### config.mk
export PLATFORM = sky130hd
export DESIGN_NAME = k_way_merge_heap_core
export DESIGN_NICKNAME = d
export VERILOG_FILES = /design/src/sv/kwm_pkg.sv /design/src/sv/kwm_ram.sv /design/src/sv/k_way_merge_heap_core.sv
export SDC_FILE = /design/constraint.sdc
export NUM_CORES = 2
export LEC_CHECK = 0
export BUFFER_PORTS_ARGS = -buffer_cell sky130_fd_sc_hd__buf_2
export CAP_MARGIN = 40
export CORE_ASPECT_RATIO = 1.4
export CORE_MARGIN = 1.5
export CORE_UTILIZATION = 30
export DETAILED_ROUTE_END_ITERATION = 8
export MAX_ROUTING_LAYER = met4
export PLACE_DENSITY = 0.5
export SLEW_MARGIN = 20
export SYNTH_ARGS = -nofsm -noshare
export SYNTH_HDL_FRONTEND = slang
export SYNTH_SLANG_ARGS = --single-unit
### constraint.sdc
create_clock -name clk -period 8.8 [get_ports clk]
set_clock_uncertainty 0.1 [all_clocks]
set_input_delay 1.76 -clock clk [delete_from_list [all_inputs] [get_ports clk]]
set_output_delay 1.76 -clock clk [all_outputs]
set_load 0.05 [all_outputs]
### src/sv/kwm_pkg.sv
// Shared types and codes for the k-way merge heap.
`timescale 1ns / 1ps

package kwm_pkg;

  localparam int DEFAULT_SOURCES    = 16;
  localparam int DEFAULT_DATA_WIDTH = 32;
  localparam int FUNC_W             = 2;
  localparam int SRC_W              = 4;
  localparam int VAL_W              = 32;

  localparam logic [FUNC_W-1:0] FUNC_INSERT  = 2'd0;
  localparam logic [FUNC_W-1:0] FUNC_REPLACE = 2'd1;
  localparam logic [FUNC_W-1:0] FUNC_REMOVE  = 2'd2;

  typedef struct packed {
    logic [FUNC_W-1:0] func;
    logic [SRC_W-1:0]  source;
    logic [VAL_W-1:0]  value;
  } req_t;

  typedef struct packed {
    logic [VAL_W-1:0] removed_value;
    logic             removed_valid;
    logic [SRC_W-1:0] top_source;
    logic             heap_empty;
    logic             full_error;
  } res_t;

endpackage

### src/sv/kwm_ram.sv
// Generic RAM with one write port and two registered read ports.
`timescale 1ns / 1ps

module kwm_ram #(
  parameter int WIDTH = 8,
  parameter int DEPTH = 16
) (
  input  logic                     clk,
  input  logic                     we,
  input  logic [$clog2(DEPTH)-1:0] waddr,
  input  logic [WIDTH-1:0]         wdata,
  input  logic [$clog2(DEPTH)-1:0] raddr_a,
  input  logic [$clog2(DEPTH)-1:0] raddr_b,
  output logic [WIDTH-1:0]         rdata_a,
  output logic [WIDTH-1:0]         rdata_b
);

  logic [WIDTH-1:0] mem [DEPTH];

  always_ff @(posedge clk) begin
    if (we) begin
      mem[waddr] <= wdata;
    end
    rdata_a <= mem[raddr_a];
    rdata_b <= mem[raddr_b];
  end

endmodule

### src/sv/k_way_merge_heap_core.sv
// Top level of the k-way merge heap: control, heap memory and result register.
`timescale 1ns / 1ps

// Min-heap of (value, source) pairs for merging up to SOURCES sorted streams,
// ordered by value and then by the lower source index. One request is worked
// at a time. An insert sifts the new entry up, comparing it with its parent
// once per level it climbs; a replace sifts the new value down from the top,
// comparing it with the smaller child once per level it sinks; a remove first
// fetches the last entry and sifts it down. Each level waits for the heap
// memory, whose read ports are registered, to return both children (or the
// parent). Once the result is offered, the next request can be taken.
// The top entry is kept in a register, so the removed value and the next
// source are known without a memory read. A new request is taken while the
// previous result still waits in the output register.
module k_way_merge_heap_core #(
  parameter int SOURCES    = kwm_pkg::DEFAULT_SOURCES,
  parameter int DATA_WIDTH = kwm_pkg::DEFAULT_DATA_WIDTH
) (
  input  logic          clk,
  input  logic          rst,
  input  logic          req_valid,
  output logic          req_stall,
  input  kwm_pkg::req_t req,
  output logic          res_valid,
  input  logic          res_stall,
  output kwm_pkg::res_t res
);

  import kwm_pkg::*;

  localparam int IDX_W = $clog2(SOURCES);
  localparam int CNT_W = $clog2(SOURCES + 1);
  localparam int CW    = IDX_W + 2;

  typedef struct packed {
    logic [DATA_WIDTH-1:0] value;
    logic [SRC_W-1:0]      source;
  } entry_t;

  localparam int ENTRY_W = $bits(entry_t);

  typedef enum logic [4:0] {
    ST_IDLE    = 5'b00001,
    ST_UP_CMP  = 5'b00010,
    ST_DN_LOAD = 5'b00100,
    ST_DN_CMP  = 5'b01000,
    ST_EMIT    = 5'b10000
  } state_t;

  function automatic logic ahead_of(entry_t a, entry_t b);
    if (a.value != b.value) begin
      return a.value < b.value;
    end
    return a.source < b.source;
  endfunction

  state_t                state, state_next;
  logic [CNT_W-1:0]      count, count_next;
  logic [IDX_W-1:0]      hole, hole_next;
  entry_t                cur, cur_next;
  entry_t                top, top_next;
  logic [DATA_WIDTH-1:0] rmv_value, rmv_value_next;
  logic                  rmv_valid, rmv_valid_next;
  logic                  full_err, full_err_next;

  logic                  we;
  logic [IDX_W-1:0]      waddr, raddr_a, raddr_b;
  entry_t                wdata;
  logic [ENTRY_W-1:0]    rdata_a, rdata_b;
  entry_t                left_e, right_e, pick_e;

  logic                  accept;
  logic [CW-1:0]         l_w, r_w, c_w, count_w;
  logic                  l_ok, r_ok, pick_r;
  logic [IDX_W-1:0]      parent, c_idx, count_idx;

  kwm_ram #(
    .WIDTH (ENTRY_W),
    .DEPTH (SOURCES)
  ) u_heap_ram (
    .clk     (clk),
    .we      (we),
    .waddr   (waddr),
    .wdata   (wdata),
    .raddr_a (raddr_a),
    .raddr_b (raddr_b),
    .rdata_a (rdata_a),
    .rdata_b (rdata_b)
  );

  assign left_e    = entry_t'(rdata_a);
  assign right_e   = entry_t'(rdata_b);
  assign req_stall = (state != ST_IDLE);
  assign accept    = req_valid && !req_stall;

  assign count_w   = CW'(count);
  assign count_idx = count[IDX_W-1:0];
  assign l_w       = CW'({hole, 1'b1});
  assign r_w       = l_w + CW'(1);
  assign l_ok      = l_w < count_w;
  assign r_ok      = r_w < count_w;
  assign pick_r    = r_ok && ahead_of(right_e, left_e);
  assign pick_e    = pick_r ? right_e : left_e;
  assign c_w       = pick_r ? r_w : l_w;
  assign c_idx     = c_w[IDX_W-1:0];
  assign parent    = (hole - IDX_W'(1)) >> 1;

  always_comb begin
    state_next     = state;
    count_next     = count;
    hole_next      = hole;
    cur_next       = cur;
    top_next       = top;
    rmv_value_next = rmv_value;
    rmv_valid_next = rmv_valid;
    full_err_next  = full_err;
    we             = 1'b0;
    waddr          = hole;
    wdata          = cur;
    raddr_a        = '0;
    raddr_b        = '0;

    case (state)
      ST_IDLE: begin
        if (accept) begin
          rmv_value_next = '0;
          rmv_valid_next = 1'b0;
          full_err_next  = 1'b0;
          state_next     = ST_EMIT;
          case (req.func)
            FUNC_INSERT: begin
              cur_next.value  = DATA_WIDTH'(req.value);
              cur_next.source = req.source;
              if (count == CNT_W'(SOURCES)) begin
                full_err_next = 1'b1;
              end else if (count == '0) begin
                we         = 1'b1;
                waddr      = '0;
                wdata      = cur_next;
                top_next   = cur_next;
                count_next = CNT_W'(1);
              end else begin
                hole_next  = count_idx;
                raddr_a    = (count_idx - IDX_W'(1)) >> 1;
                count_next = count + CNT_W'(1);
                state_next = ST_UP_CMP;
              end
            end
            FUNC_REPLACE: begin
              if (count != '0) begin
                rmv_value_next  = top.value;
                rmv_valid_next  = 1'b1;
                cur_next.value  = DATA_WIDTH'(req.value);
                cur_next.source = top.source;
                hole_next       = '0;
                raddr_a         = IDX_W'(1);
                raddr_b         = IDX_W'(2);
                state_next      = ST_DN_CMP;
              end
            end
            FUNC_REMOVE: begin
              if (count != '0) begin
                rmv_value_next = top.value;
                rmv_valid_next = 1'b1;
                count_next     = count - CNT_W'(1);
                raddr_a        = count_idx - IDX_W'(1);
                if (count != CNT_W'(1)) begin
                  state_next = ST_DN_LOAD;
                end
              end
            end
            default: begin
            end
          endcase
        end
      end

      ST_UP_CMP: begin
        if (hole == '0) begin
          we         = 1'b1;
          top_next   = cur;
          state_next = ST_EMIT;
        end else if (ahead_of(cur, left_e)) begin
          // The parent moves down into the hole and the hole climbs.
          we        = 1'b1;
          wdata     = left_e;
          hole_next = parent;
          raddr_a   = (parent - IDX_W'(1)) >> 1;
        end else begin
          we         = 1'b1;
          state_next = ST_EMIT;
        end
      end

      ST_DN_LOAD: begin
        cur_next   = left_e;
        hole_next  = '0;
        raddr_a    = IDX_W'(1);
        raddr_b    = IDX_W'(2);
        state_next = ST_DN_CMP;
      end

      ST_DN_CMP: begin
        if (l_ok && ahead_of(pick_e, cur)) begin
          // The smaller child moves up into the hole and the hole sinks.
          we        = 1'b1;
          wdata     = pick_e;
          hole_next = c_idx;
          raddr_a   = IDX_W'({c_idx, 1'b1});
          raddr_b   = IDX_W'(CW'({c_idx, 1'b1}) + CW'(1));
          if (hole == '0) begin
            top_next = pick_e;
          end
        end else begin
          we         = 1'b1;
          state_next = ST_EMIT;
          if (hole == '0) begin
            top_next = cur;
          end
        end
      end

      ST_EMIT: begin
        if (!res_valid || !res_stall) begin
          state_next = ST_IDLE;
        end
      end

      default: begin
        state_next = ST_IDLE;
      end
    endcase
  end

  always_ff @(posedge clk) begin
    if (rst) begin
      state     <= ST_IDLE;
      count     <= '0;
      res_valid <= 1'b0;
    end else begin
      state <= state_next;
      count <= count_next;
      if (state == ST_EMIT && (!res_valid || !res_stall)) begin
        res_valid <= 1'b1;
      end else if (!res_stall) begin
        res_valid <= 1'b0;
      end
    end
    hole      <= hole_next;
    cur       <= cur_next;
    top       <= top_next;
    rmv_value <= rmv_value_next;
    rmv_valid <= rmv_valid_next;
    full_err  <= full_err_next;
    if (state == ST_EMIT && (!res_valid || !res_stall)) begin
      res.removed_value <= VAL_W'(rmv_value);
      res.removed_valid <= rmv_valid;
      res.top_source    <= (count != '0) ? top.source : '0;
      res.heap_empty    <= (count == '0);
      res.full_error    <= full_err;
    end
  end

`ifndef SYNTHESIS
  a_insert_grows: assert property (@(posedge clk) disable iff (rst)
    (accept && req.func == FUNC_INSERT && count < CNT_W'(SOURCES))
      |=> count == $past(count) + CNT_W'(1))
    else $error("insert did not grow the heap");

  a_remove_shrinks: assert property (@(posedge clk) disable iff (rst)
    (accept && req.func == FUNC_REMOVE && count != '0)
      |=> count == $past(count) - CNT_W'(1))
    else $error("remove did not shrink the heap");

  a_hole_in_range: assert property (@(posedge clk) disable iff (rst)
    (state == ST_UP_CMP || state == ST_DN_CMP) |-> CNT_W'(hole) < count)
    else $error("sift position outside the filled heap");

  a_full_only_when_full: assert property (@(posedge clk) disable iff (rst)
    (accept && req.func == FUNC_INSERT && count == CNT_W'(SOURCES))
      |=> full_err && count == CNT_W'(SOURCES))
    else $error("full insert changed the heap or was not flagged");
`endif

endmodule
# --- Word level (Yosys, flattened, before mapping) ---
# Memory sizes are Yosys's and may differ from the RTL's. A register that Yosys moved wholly into a read port is not among the register bits.
# Index checks and enable logic that the tools add are counted.
totals:
  reg_bits: 160
  ramBits: 576
  in_bits: 42
  out_inout_bits: 41
  wordCells: 181
  n_memories: 1
mem_list:
  columns: ["name", "depth", "width", "rd", "rd_ports_with_merged_regs", "write_ports", "line_no", "source"]
  rows:
  - ["u_heap_ram.mem", 16, 36, 2, 2, 1, "kwm_ram.sv:18", "logic [WIDTH-1:0] mem [DEPTH];"]
classes:
  addsub: 7
  n_lt_le_gt_ge: 8
  n_eq_ne: 31
  n_mux: 93
  n_reduce_logical: 25
ops:
  columns: ["op", "n"]
  rows:
  - ["2-to-1 mux 36 bit", 17]
  - ["case mux 36 bit (3 select lines)", 2]
  - ["case mux 36 bit (2 select lines)", 2]
  - ["< comparator 32 bit", 3]
  - ["inequality test 32 bit", 3]
  - ["2-to-1 mux 4 bit", 17]
  - ["2-to-1 mux 5 bit", 13]
  - ["case mux 4 bit (4 select lines)", 2]
  - ["2-to-1 mux 1 bit", 26]
  - ["case mux 5 bit (5 select lines)", 1]
  - ["case mux 4 bit (3 select lines)", 2]
  - ["inequality test 2 bit, second input constant", 10]
  - ["inequality test 3 bit, second input constant", 5]
  - ["case mux 5 bit (3 select lines)", 1]
  - ["< comparator 4 bit", 3]
  - ["2-to-1 mux 3 bit", 4]
  - ["== test 5 bit, second input constant", 2]
  - ["inequality test 5 x 1 -> 1 bit, second input constant", 2]
  - ["case mux 5 bit (2 select lines)", 1]
  - ["AND reduction 9 bit", 1]
  - ["case mux 4 bit (2 select lines)", 1]
  - ["AND reduction 4 bit", 2]
  - ["subtractor 4 x 1 -> 4 bit, second input constant", 2]
  - ["adder 5 x 1 -> 6 bit, second input constant", 1]
  - ["30 further kinds", 41]

# --- Logic depth before layout (Yosys ltp) ---
logic_depth:
  ltp_word: 13
  ltp_mapped: 28
  mapped_depth_nobuf: 22

# --- By module ---
# A second synthesis with hierarchy kept.
hier_totals:
  cells_unflattened: 2767
  area_unflattened_um2: 40888.0
modules_own_cells:
  columns: ["module", "n_inst", "cells_per_inst", "area_per_inst_um2", "seq_area_each_um2"]
  rows:
  - ["kwm_ram", 1, 1277, 27231.1, 18738.0]
  - ["k_way_merge_heap_core", 1, 1490, 13656.8, 4694.5]

# --- Worst setup path after synthesis ---
# Ideal clock, no wire load.
synth_timing:
  path_type: "reg2reg"
  startpoint: "register hole[0]"
  endpoint: "register top[0] in the netlist's numbering (enable)"
  arrival_time_ps: 6762
  t_required_ps: 8255
  slack_ps: 1493
  stages_incl_launch_ff: 24
  n_path_buf: 6
  synth_period_minus_slack_ps: 7307
  path_cell_list: "edfxtp_1 > clkbuf_1 > clkinv_1 > ha_1 > ha_1 > a21oi_2 > o211ai_2 > or3_1 > buf_2 > nand2_1 > buf_4 > clkbuf_1 > o21ai_0 > ha_1 > nand4_1 > nor4_1 > nand4_1 > nor4_1 > a311oi_4 > nand2b_1 > buf_6 > nor2_4 > clkbuf_1 > a22oi_1"
synth_between:
  elab_chain_cells: 12
synth_lines:
  columns: ["item", "line_no", "source"]
  rows:
  - ["start: declaration", "k_way_merge_heap_core.sv:59", "logic [IDX_W-1:0] hole, hole_next;"]
  - ["start signal: assignment", "k_way_merge_heap_core.sv:249", "hole <= hole_next;"]
  - ["parallel branches: the longest is 10 deep, another holds < comparator 32 bit", null, null]
  - ["inequality test 3 bit (no line) (*)", null, null]
  - ["AND reduction 6 bit (no line) (*)", null, null]
  - ["end signal: assignment", "k_way_merge_heap_core.sv:251", "top <= top_next;"]
  - ["end: declaration", "k_way_merge_heap_core.sv:61", "entry_t top, top_next;"]
# Every way passes the cells marked *. The select of a mux whose other input is x is not followed.
# A chain may end at the register's enable or synchronous reset.

# --- Worst setup path in the final report ---
layout_timing:
  startpoint: "register hole[0]"
  endpoint: "register u_heap_ram.rdata_a[28] (read register of u_heap_ram.mem)"
layout_between:
  elab_chain_cells: 12
layout_lines:
  columns: ["item", "line_no", "source"]
  rows:
  - ["parallel branches: the longest is 11 deep, another holds < comparator 32 bit", null, null]
  - ["case mux 4 bit (4 select lines) (*)", "k_way_merge_heap_core.sv:123", "case (state)"]
  - ["end: declaration", "kwm_ram.sv:14", "output logic [WIDTH-1:0] rdata_a,"]
# Marks and branches as above.

==> impl_metrics.tcl <==
set metrics [dict create \
    status "finished, final reports clean" \
    num_vias 26980 \
    synth_edf_count 725 \
    critPathKind "flip-flop to flip-flop" \
    drc 0 \
    syn_area_sq_um 38320 \
    hp-start "full_err" \
    rows 155 \
    overflow 0 \
    grt_max_degree 73 \
    r2r_setup_slack_ns 0.44 \
    hold_viol 0 \
    die_width_microns 305.0 \
    synth_compound_area_frac 0.1438 \
    cp_max_fo 53 \
    wl_per_cell_microns 24.91 \
    clk-insertion-delay-late_ns 0.67 \
    gp_congestion 0.9575 \
    rsz0062_at_grt "false" \
    synth-seq-cells 808 \
    min_period_over_period 0.9500 \
    leakagePower_nw 16.01 \
    core-area_sq_um 127000 \
    cts.path.max_buffers 3 \
    fmax_mhz 119.6 \
    ys_warn_count 0 \
    max_cap_violations 0 \
    via_per_inst 5.358 \
    synthAdderAreaFrac 0.04016 \
    r2r-start "hole[0]" \
    synth_xor_area_frac 0.002743 \
    post-route-min-period_ns 8.360 \
    drt_wl_total_microns 125400 \
    post-place-ws_ns 0.2333 \
    fin_area_sq_um 44270 \
    ctsHoldBuffers 0 \
    holdCritPathClass "flip-flop to flip-flop" \
    tns_ns 0 \
    synth_mux_area_frac 0.06919 \
    grt_pass1_vias 27130 \
    relSlewSlack 0.3884 \
    antenna_found_initial 1 \
    h-tree-depth 3 \
    r2r.worst_path.cells 22 \
    setup_violations 0 \
    start_util 0.3016 \
    synth_flop_cell "edfxtp_1" \
    avgSynthCellArea_sq_um 11.88 \
    crit_end "u_heap_ram.rdata_a[28]" \
    yosysUniqueCellTypes 74 \
    drt_iter0_markers 2258 \
    drive_above_1_share 0.1317 \
    post-route-util 0.3485 \
    pin_count 83 \
    dp.final_hpwl_microns 78990 \
    slew_violations 0 \
    synth_fp_nets 3390 \
    worstMarginPinSlew_ns 0.9174 \
    cts-root-buf "clkbuf_16" \
    track_usage 0.1964 \
    cts_tree "done" \
    drtAntennaViolNets 0 \
    synthCells 3225 \
    synth-simple-area-share 0.1007 \
    dieArea_sq_um 129900 \
    fin_nets 3490 \
    dr.pass1.iters 5 \
    required_ns 9.12 \
    powerDensity_nw_per_um2 228.8 \
    port_buffers 82 \
    worstPathArrival_ns 8.68 \
    setup_ws_ns 0.4403 \
    yosysSeqAreaShare 0.6115 \
    max-vdd-ir-drop_mv 0.1338 \
    crit_start "hole[0]" \
    clkTransAtPathRegs_ns 0.07 \
    cts_sinks 808 \
    die_y_microns 425.9 \
    cts_buffers 76 \
    place_area_sq_um 41700 \
    async_flop_share 0 \
    r2r_end "u_heap_ram.rdata_a[28]" \
    start_kind "flip-flop" \
    grt_pass1_wl_microns 183000 \
    synth_top_family_by_area "compound AO/OA/AOI/OAI gates" \
    cp-end-kind "flip-flop" \
    layout-area-overhead-vs-synth_pct 15.54 \
]
==> routing by layer <==
layer  track usage  wire [microns]  up-vias
li1              -               -    12400
met1        0.2228           49560    13600
met2        0.3521           65340      777
met3       0.01984            5608      200
met4       0.08158            4894        0
met5             -               0        -
==> critical path, cell delays in order (launching register included) <==
cell      delay, ns
edfxtp_1       0.60
clkinv_1       0.41
ha_1           0.60
ha_1           0.30
a21oi_2        0.14
o211ai_2       0.17
or3_1          0.52
nand2_2        0.24
buf_12         0.25
buf_4          0.25
o21ai_0        0.22
ha_1           0.38
nand4_1        0.29
nor4_2         0.50
nand4_1        0.50
nor4_1         0.57
a311oi_4       0.12
a211o_4        0.61
buf_12         0.32
nand2_1        0.10
nand2_1        0.05
a221oi_1       0.38
nand3_1        0.38
==> power breakdown <==
group | internal (mW) | total [mW] | switching, mW
registers | 4.63 | 4.71 | 0.0827
clock network | 1.93 | 3.42 | 1.49
logic | 0.627 | 2.00 | 1.37
==> cells in the mapped netlist, types with 38 or more instances <==
library cell  count  share of area
clkbuf_1        128          0.013
nand3_1          64         0.0084
a22oi_1          77          0.015
buf_2            39         0.0051
a21oi_1         280          0.037
dfxtp_1          83          0.043
mux2i_1         239          0.062
nor2_1           86         0.0084
o21ai_0         139          0.018
a221oi_1        109          0.025
and3_1           38         0.0062
nand2_1         589          0.058
ha_1            123          0.040
inv_1            87         0.0085
edfxtp_1        725           0.57
==> flip-flops by register name, indices dropped and copies added, names as in the netlist <==
name	count
u_heap_ram.rdata_b	36
rmv_value	32
state	5
full_err	1
res	39
top	36
u_heap_ram.rdata_a	36
u_heap_ram.mem	576
cur	36
hole	4
count	5
res_valid	1
rmv_valid	1
==> worst min path at each step <==
stage,to,cells after the start
after CTS,res[0],0
final,res[0],0
after detailed placement,res[22],0
after global routing,res[0],0
after global placement,res[22],0
after floorplan,res[0],0
==> through the flow <==
stage,hold WS [ns],power (mW),instances
CTS,0.3209,10.20,5034
global placement,0.3013,6.770,4887
global route,0.3243,10.54,5035
finish,0.3180,10.13,5035
floorplan,0.3003,5.961,3225
detailed placement,0.3054,6.788,4895
==> logic make-up (layout without fill, tap and decap cells) <==
kind of cell | after synthesis | count (layout)
XOR/XNOR | 12 | 12
adder cells (fa/ha/maj) | 123 | 123
AO/OA/AOI/OAI | 834 | 834
AND/OR/NAND/NOR | 888 | 888
multiplexers | 262 | 262
flip-flops | 808 | 808
buffers and inverters | 298 | 459
other | 0 | 1
==> cell usage in the layout (no fill, tap or decap), types with 84 or more instances in the layout <==
cell type  count
inv_1         87
a221oi_1     109
o21ai_0      139
buf_4        115
mux2i_1      239
edfxtp_1     725
buf_2         84
ha_1         123
nand2_1      586
a21oi_1      279
==> area by class of cell <==
cell class | instances | area [sq um]
clock inverters | 31 | 357.8
repair buffers | 231 | 1938
flip-flops and latches | 808 | 23430
inverters | 89 | 334.1
multi-input cells | 2119 | 13950
well taps | 1648 | 2062
fillers | 12380 | 82760
diodes | 1 | 2.502
clock buffers | 108 | 2195
==> timing repair <==
action | 4_1_cts | 5_1_grt
gates resized for setup | 0 | 2
endpoints found under the setup margin | 0 | 19
buffers inserted | 0 | 0
No activity file was read; power rests on OpenSTA's default activity.
